===== src/hdl/bsdq_pkg.sv =====
// ----------------------------------------------------------------------------
// bsdq_pkg : shared types of the bounded sequence deque store
// Opcode and status codes carried on the item and result beats.
// ----------------------------------------------------------------------------
`default_nettype none

package bsdq_pkg;

    typedef enum logic [2:0] {
        OP_PUSH_FRONT = 3'd0,
        OP_PUSH_BACK  = 3'd1,
        OP_POP_FRONT  = 3'd2,
        OP_POP_BACK   = 3'd3,
        OP_SEARCH     = 3'd4,
        OP_REVERSE    = 3'd5,
        OP_REMOVE_NTH = 3'd6
    } t_opcode;

    typedef enum logic [2:0] {
        ST_OK       = 3'd0,
        ST_EMPTY    = 3'd1,
        ST_FULL     = 3'd2,
        ST_NOTFOUND = 3'd3,
        ST_BADPOS   = 3'd4
    } t_status;

endpackage

`default_nettype wire


===== src/hdl/bsdq_ram.sv =====
// ----------------------------------------------------------------------------
// bsdq_ram : generic single-write, single-read RAM
// One write port and one read port; the read data is registered.
// ----------------------------------------------------------------------------
`default_nettype none

module bsdq_ram #(
    parameter int WIDTH = 32,
    parameter int DEPTH = 16,
    localparam int AW = $clog2(DEPTH)
) (
    input  wire logic             i_clk,
    input  wire logic             i_we,
    input  wire logic [AW-1:0]    i_waddr,
    input  wire logic [WIDTH-1:0] i_wdata,
    input  wire logic [AW-1:0]    i_raddr,
    output logic      [WIDTH-1:0] o_rdata
);

    logic [WIDTH-1:0] r_mem [DEPTH];

    always_ff @(posedge i_clk) begin
        if (i_we) begin
            r_mem[i_waddr] <= i_wdata;
        end
        o_rdata <= r_mem[i_raddr];
    end

endmodule

`default_nettype wire


===== src/hdl/bounded_sequence_deque_store_core.sv =====
// ----------------------------------------------------------------------------
// bounded_sequence_deque_store_core : deque of 32-bit words with search/remove
// Push, pop, reverse and rejected ops go straight from idle to the done state.
// Search and remove-nth step through the stored entries, one store entry per
// cycle through the single RAM read port. One item at a time:
// the next beat is taken the cycle after the result is issued.
// Reset clears pointer, count and reversed flag; the store is not cleared.
// ----------------------------------------------------------------------------
`default_nettype none

module bounded_sequence_deque_store_core
    import bsdq_pkg::*;
#(
    parameter int DEPTH = 16,
    localparam int AW = $clog2(DEPTH),
    localparam int CW = $clog2(DEPTH + 1)
) (
    input  wire logic               i_clk,
    input  wire logic               i_rst_n,
    input  wire logic               i_in_valid,
    output logic                    o_in_stall,
    input  wire logic [2:0]         i_opcode,
    input  wire logic signed [31:0] i_value,
    input  wire logic [CW-1:0]      i_position,
    output logic                    o_out_valid,
    input  wire logic               i_out_stall,
    output logic [2:0]              o_status,
    output logic [AW-1:0]           o_found_index,
    output logic [CW-1:0]           o_occupancy
);

    typedef enum logic [1:0] {
        S_IDLE,
        S_SRCH,
        S_SHIFT,
        S_DONE
    } t_state;

    t_state        r_state;
    logic [AW-1:0] r_front;
    logic [CW-1:0] r_count;
    logic          r_rev;
    logic [CW-1:0] r_idx;
    logic          r_chk;
    logic [AW-1:0] r_tag;
    logic [31:0]   r_key;
    t_status       r_res_status;
    logic [AW-1:0] r_res_found;
    logic          r_out_vld;
    t_status       r_status;
    logic [AW-1:0] r_found;
    logic [CW-1:0] r_occ;

    t_opcode       w_op;
    logic          w_acc;
    logic          w_full;
    logic          w_empty;
    logic          w_push_low;
    logic          w_pop_low;
    logic [AW-1:0] w_front_dec;
    logic [AW-1:0] w_front_inc;
    logic [CW-1:0] w_idx_inc;
    logic [CW-1:0] w_rev_idx;
    logic [CW-1:0] w_rm_off;
    logic [AW-1:0] w_off;
    logic [AW-1:0] w_slot;
    logic [AW-1:0] w_slot_cur;
    logic          w_we;
    logic [AW-1:0] w_wa;
    logic [31:0]   w_wd;
    logic [31:0]   w_rd_data;

    // physical slot of an offset from the low end of the circular store
    function automatic logic [AW-1:0] slot_of(input logic [AW-1:0] front,
                                              input logic [AW-1:0] off);
        logic [AW:0] s;
        s = {1'b0, front} + {1'b0, off};
        if (s >= (AW+1)'(DEPTH)) begin
            s = s - (AW+1)'(DEPTH);
        end
        return s[AW-1:0];
    endfunction

    assign w_op        = t_opcode'(i_opcode);
    assign w_acc       = i_in_valid && (r_state == S_IDLE);
    assign w_full      = (r_count == CW'(DEPTH));
    assign w_empty     = (r_count == '0);
    assign w_push_low  = (w_op == OP_PUSH_FRONT) ^ r_rev;
    assign w_pop_low   = (w_op == OP_POP_FRONT) ^ r_rev;
    assign w_front_dec = (r_front == '0) ? AW'(DEPTH - 1) : r_front - AW'(1);
    assign w_front_inc = (r_front == AW'(DEPTH - 1)) ? '0 : r_front + AW'(1);
    assign w_idx_inc   = r_idx + CW'(1);
    assign w_rev_idx   = r_count - r_idx - CW'(1);
    assign w_rm_off    = r_rev ? (i_position - CW'(1)) : (r_count - i_position);

    // offset for the shared slot adder
    always_comb begin
        unique case (r_state)
            S_IDLE:  w_off = r_count[AW-1:0];
            S_SRCH:  w_off = r_rev ? w_rev_idx[AW-1:0] : r_idx[AW-1:0];
            S_SHIFT: w_off = w_idx_inc[AW-1:0];
            S_DONE:  w_off = '0;
            default: w_off = '0;
        endcase
    end

    assign w_slot     = slot_of(r_front, w_off);
    assign w_slot_cur = slot_of(r_front, r_idx[AW-1:0]);

    always_comb begin
        w_we = 1'b0;
        w_wa = w_slot;
        w_wd = i_value;
        if (w_acc && (w_op == OP_PUSH_FRONT || w_op == OP_PUSH_BACK) && !w_full) begin
            w_we = 1'b1;
            w_wa = w_push_low ? w_front_dec : w_slot;
        end else if (r_state == S_SHIFT && r_chk) begin
            // close the gap: the entry read last cycle moves down one slot
            w_we = 1'b1;
            w_wa = r_tag;
            w_wd = w_rd_data;
        end
    end

    bsdq_ram #(
        .WIDTH (32),
        .DEPTH (DEPTH)
    ) u_store (
        .i_clk   (i_clk),
        .i_we    (w_we),
        .i_waddr (w_wa),
        .i_wdata (w_wd),
        .i_raddr (w_slot),
        .o_rdata (w_rd_data)
    );

    always_ff @(posedge i_clk) begin
        if (!i_rst_n) begin
            r_state   <= S_IDLE;
            r_front   <= '0;
            r_count   <= '0;
            r_rev     <= 1'b0;
            r_chk     <= 1'b0;
            r_out_vld <= 1'b0;
        end else begin
            // drop the result beat once taken, unless a new one is loaded
            if (r_out_vld && !i_out_stall && r_state != S_DONE) begin
                r_out_vld <= 1'b0;
            end
            unique case (r_state)
                S_IDLE: begin
                    if (w_acc) begin
                        r_res_status <= ST_OK;
                        r_res_found  <= '0;
                        r_state      <= S_DONE;
                        unique case (w_op)
                            OP_PUSH_FRONT, OP_PUSH_BACK: begin
                                if (w_full) begin
                                    r_res_status <= ST_FULL;
                                end else begin
                                    if (w_push_low) begin
                                        r_front <= w_front_dec;
                                    end
                                    r_count <= r_count + CW'(1);
                                end
                            end
                            OP_POP_FRONT, OP_POP_BACK: begin
                                if (w_empty) begin
                                    r_res_status <= ST_EMPTY;
                                end else begin
                                    if (w_pop_low) begin
                                        r_front <= w_front_inc;
                                    end
                                    r_count <= r_count - CW'(1);
                                end
                            end
                            OP_SEARCH: begin
                                r_key   <= i_value;
                                r_idx   <= '0;
                                r_chk   <= 1'b0;
                                r_state <= S_SRCH;
                            end
                            OP_REVERSE: begin
                                r_rev <= ~r_rev;
                            end
                            OP_REMOVE_NTH: begin
                                if (w_empty) begin
                                    r_res_status <= ST_EMPTY;
                                end else if (i_position == '0 || i_position > r_count) begin
                                    r_res_status <= ST_BADPOS;
                                end else begin
                                    r_idx   <= w_rm_off;
                                    r_chk   <= 1'b0;
                                    r_state <= S_SHIFT;
                                end
                            end
                            default: begin
                            end
                        endcase
                    end
                end
                S_SRCH: begin
                    // compare the entry read last cycle, issue the next read
                    if (r_chk && w_rd_data == r_key) begin
                        r_res_found <= r_tag;
                        r_chk       <= 1'b0;
                        r_state     <= S_DONE;
                    end else if (r_idx == r_count) begin
                        r_res_status <= ST_NOTFOUND;
                        r_chk        <= 1'b0;
                        r_state      <= S_DONE;
                    end else begin
                        r_chk <= 1'b1;
                        r_tag <= r_idx[AW-1:0];
                        r_idx <= w_idx_inc;
                    end
                end
                S_SHIFT: begin
                    if (w_idx_inc < r_count) begin
                        r_chk <= 1'b1;
                        r_tag <= w_slot_cur;
                        r_idx <= w_idx_inc;
                    end else begin
                        r_chk   <= 1'b0;
                        r_count <= r_count - CW'(1);
                        r_state <= S_DONE;
                    end
                end
                S_DONE: begin
                    // hold until the output register is free
                    if (!r_out_vld || !i_out_stall) begin
                        r_out_vld <= 1'b1;
                        r_status  <= r_res_status;
                        r_found   <= r_res_found;
                        r_occ     <= r_count;
                        r_state   <= S_IDLE;
                    end
                end
                default: begin
                    r_state <= S_IDLE;
                end
            endcase
        end
    end

    assign o_in_stall    = (r_state != S_IDLE);
    assign o_out_valid   = r_out_vld;
    assign o_status      = r_status;
    assign o_found_index = r_found;
    assign o_occupancy   = r_occ;

endmodule

`default_nettype wire


===== config.mk =====
export PLATFORM = sky130hd
export DESIGN_NAME = bounded_sequence_deque_store_core
export DESIGN_NICKNAME = d
export VERILOG_FILES = /design/src/hdl/bsdq_pkg.sv /design/src/hdl/bsdq_ram.sv /design/src/hdl/bounded_sequence_deque_store_core.sv
export SDC_FILE = /design/constraint.sdc
export NUM_CORES = 1
export LEC_CHECK = 0
export BUFFER_PORTS_ARGS = -buffer_cell sky130_fd_sc_hd__buf_2
export CORE_ASPECT_RATIO = 0.5
export CORE_MARGIN = 2
export CORE_UTILIZATION = 50
export DETAILED_ROUTE_END_ITERATION = 16
export GPL_TIMING_DRIVEN = 0
export PLACE_DENSITY = 0.66
export SYNTH_ARGS = -nofsm -noshare
export SYNTH_HDL_FRONTEND = slang
export SYNTH_SLANG_ARGS = --single-unit

===== constraint.sdc =====
create_clock -name i_clk -period 7.4 [get_ports i_clk]
set_clock_uncertainty 0.1 [all_clocks]
set_input_delay 0 -clock i_clk [delete_from_list [all_inputs] [get_ports i_clk]]
set_output_delay 0 -clock i_clk [all_outputs]
set_load 0.02 [all_outputs]

==> results by group <==
Run status
  • Result of the run: finished clean

Pwr
  • Total chip power: 11.52 mW
  • Cell Pwr Density: between 300 and 400 nW/µm²
  • Lkg Pwr: 9.451 nW
  • Largest voltage drop on the vdd net: roughly 240 µV

Floorplanning
  • Die area: approximately 53000 µm²
  • Die Span Y: 163.2 µm
  • Placeable core area: 50150 µm²
  • Die width: 322.5 µm
  • Row count: 58
  • Initial Utilization: approximately half
  • IO Count: 58

Drt
  • Pre-Repair DR Iteration Count: 5
  • Number of vias per cell after detailed routing: between 5 and 6
  • Starting DRC count in detailed routing: roughly 1300
  • Per-cell routed wire length: ~26 µm
  • Number of antenna-violating nets in the routed design: 0
  • Routed via count: 13230
  • Number of DRC violations after detailed routing: 0
  • Final wirelength: approximately 59000 µm

Global routing
  • Largest net degree at the start of global routing: 22
  • GRT Util Overall: a little under a quarter
  • Vias in the first global route: around 13000
  • Overflow left after global routing: 0
  • Initial antenna violation count: 1
  • First-pass GRT wire length: 87240 µm

Setup path
  • Family with the most delay on the worst path: compound AO/OA/AOI/OAI gates
  • Reg2Reg Depth: 14
  • Number of buffer and inverter stages on the critical path: 4
  • Reg2Reg Setup Slack: 1.67 ns
  • Arrival time of the worst setup path: 5.92 ns
  • Startpoint of the worst register-to-register path: r_idx[0]
  • Highest net fanout along the worst path: 18
  • Slowest stage cell, crit path: sky130_fd_sc_hd__xnor2_1
  • Crit path launch type: flop
  • Data required time of the worst path: between 7 and 8 ns
  • Worst stage delay on the critical path: roughly 1.1 ns
  • Capturing element type of the critical path: flop
  • Ordered list of cells on the worst path: inv_1, ha_1, inv_1, fa_1, a21oi_1, a221o_1, a21boi_0, inv_1, fa_1, xnor2_1, a21oi_1, o32a_1, nor2_4, buf_12
  • Cell type with the highest occurrence count on the critical path: sky130_fd_sc_hd__inv_1
  • Critical setup path kind: reg -> reg
  • Reg2Reg Capture Point: u_store.r_mem[14][23]

Timing
  • Final-layout setup total negative slack: 0 ns
  • Worst rel slew slack: roughly 10%
  • Final setup violating endpoints: 0
  • Worst-Margin Slew: approximately 1.3 ns
  • Period utilization: between 70% and 80%
  • Number of failing hold endpoints at the final stage: 0
  • Clock period minus worst slack: approximately 5.7 ns
  • Setup repair after global routing missed its margin: false
  • Final number of max-transition violations: 0
  • Max Freq: roughly 170 MHz

Yosys
  • Count of flip-flops with a built-in enable after synthesis: around 570
  • Top-count cell post-synth: sky130_fd_sc_hd__edfxtp_1
  • Post-synth cell types: 60
  • Ys flop type: sky130_fd_sc_hd__edfxtp_1
  • Cells taking the most area after synthesis: sky130_fd_sc_hd__edfxtp_1 (68%), sky130_fd_sc_hd__mux4_2 (11%), sky130_fd_sc_hd__mux2i_1 (4.2%)
  • Proportion of synthesized chip area in sequential cells: a little under three quarters
  • Number of instances in the synthesized netlist: 1325
  • Cell taking the most area after synthesis: sky130_fd_sc_hd__edfxtp_1
  • Number of warning messages in the yosys log: 0
  • Asr flop ratio synth: 0%
  • Mean instance size in the synthesized netlist: around 19 µm²
  • Post-Synthesis Net Count: 1402
  • Yosys top cell area share: between 60% and 70%
  • Register bit count reported by yosys: between 600 and 700
  • Cell types with the highest counts after synthesis: sky130_fd_sc_hd__edfxtp_1 (572), sky130_fd_sc_hd__mux4_2 (128), sky130_fd_sc_hd__mux2i_1 (106), sky130_fd_sc_hd__dfxtp_1 (46), sky130_fd_sc_hd__clkbuf_1 (41)
  • Post-Syn Area: ~25000 µm²

Run
  • Max-capacitance violation count: 0

Finish
  • Sequential Area: ~18000 µm²
  • Share of the core filled with cells in the final layout: between 50% and 60%
  • Number of antenna repair diodes: 0
  • Synthesis-to-finish area growth: 15.20%
  • Area of the multi-input gates: slightly below 7000 µm²
  • Proportion of layout cells with a drive suffix above 1: a little under a quarter
  • Layout filler cell count: 3674
  • Layout net count: 1579

Min path
  • Number of cells on the worst hold path: 2
  • Hold worst-path end: r_key[13]
  • Hold path start: i_value[13]
  • HP Class: in -> reg

Clock tree
  • Number of setup buffers added after CTS: 0
  • Level count of the clock H-tree: 2
  • Clock buffer count from CTS: 53
  • Clock transition at the registers of the reported paths: 0.07 ns
  • Number of clock sinks seen by CTS: 618
  • Post-CTS Resized: 0
  • Master cell of the clock root buffer: sky130_fd_sc_hd__clkbuf_16
  • CTS tree: done
  • Clock latency at the later pin of the worst-skew pair: approximately 0.60 ns
  • CTS Buffer Depth: 3
  • Post-CTS Hold Fix Bufs: 47

Placed design
  • Gpl congestion: about 0.86
  • Port Buffer Count: 55
  • Final HPWL from detailed placement: a little under 40000 µm
## cell usage in the layout, fill, tap and decap left out, drive strengths merged, types with 4 or more instances in the layout
cell / synthesis / routed
edfxtp: 572 / 572
nand2b: 6 / 6
clkinv: 0 / 14
mux4: 128 / 128
xor2: 18 / 18
and3: 4 / 4
nor4: 6 / 6
ha: 29 / 29
nor2: 40 / 40
mux2: 34 / 34
mux2i: 106 / 106
nor3: 9 / 9
and2: 14 / 14
nand3: 14 / 14
clkbuf: 41 / 114
inv: 33 / 38
o21ai: 24 / 24
dlygate4sd3: 0 / 47
a21o: 4 / 4
a31o: 4 / 4
bufinv: 0 / 4
dfxtp: 46 / 46
nand2: 36 / 36
nand4: 15 / 15
a21oi: 30 / 30
buf: 16 / 91
xnor2: 40 / 40
nor2b: 7 / 7
fa: 4 / 4
o31ai: 4 / 4
## through the flow
stage / instance area [µm²] / hold slack, ns / instances / worst slack [ns]
final: 29210 / 0.02802 / 2235 / 1.671
after global routing: 29210 / 0.01576 / 2235 / 1.303
after CTS: 29210 / 0.006298 / 2235 / 1.668
after detailed placement: 26990 / 0.09400 / 2090 / 1.707
after global placement: 26490 / 0.09097 / 2070 / -0.5456
after floorplan: 25350 / -0.001131 / 1325 / 2.162
## worst max-delay path by stage
stage / startpoint / endpoint / slack, ns / depth (start not counted)
finish: r_idx[0] / u_store.r_mem[14][23] / 1.67 / 14
global route: r_rev / u_store.r_mem[1][14] / 1.30 / 13
CTS: r_idx[0] / u_store.r_mem[14][23] / 1.67 / 14
detailed placement: r_idx[0] / u_store.r_mem[14][19] / 1.71 / 14
global placement: r_rev / u_store.r_mem[3][19] / -0.55 / 12
floorplan: r_idx[0] / u_store.r_mem[0][0] / 2.16 / 17
## flip-flops by register name, indices dropped and copies added (netlist names)
name,count
r_res_found,4
r_idx,5
r_key,32
r_front,4
r_state,2
u_store.r_mem,512
r_rev,1
u_store.o_rdata,32
o_found_index,4
r_chk,1
r_res_status,3
o_status,3
o_occupancy,5
o_out_valid,1
r_tag,4
r_count,5
## layer usage
layer	GRT usage [%]	wire, µm	vias to the layer above
li1	-	-	5680
met1	34.31	26690	6940
met2	35.81	27120	501
met3	3.236	3737	104
met4	5.799	1300	2
met5	0	13	-
## cells by family (layout without fill, tap and decap cells)
kind of cell | Yosys count | in the layout | share of synthesized area (%)
adders and majority gates | 33 | 33 | 1.747
DFF | 618 | 618 | 71.38
AOI/OAI and AO/OA | 96 | 96 | 2.586
xor gates and xnor gates | 59 | 59 | 2.092
buffers and inverters | 90 | 310 | 1.851
and+or+nand+nor | 161 | 161 | 3.277
muxes | 268 | 268 | 17.07
## report_power, final
group,switching [mW],leakage (nW),internal (mW)
Combinational,2.42,3.06,2.03
Sequential,0.133,5.54,4.11
Clock,1.27,0.856,1.55
## layout make-up
cell class / instances / share of cell area [%]
multi-input cells: 617 / 23.67
well taps: 690 / 2.956
flip-flops and latches: 618 / 61.97
inverters: 33 / 0.4241
clock buffers: 73 / 5.072
clock inverters: 25 / 0.9168
repair buffers: 122 / 3.817
plain buffers: 57 / 1.182
(Power assumes the default switching activity.)
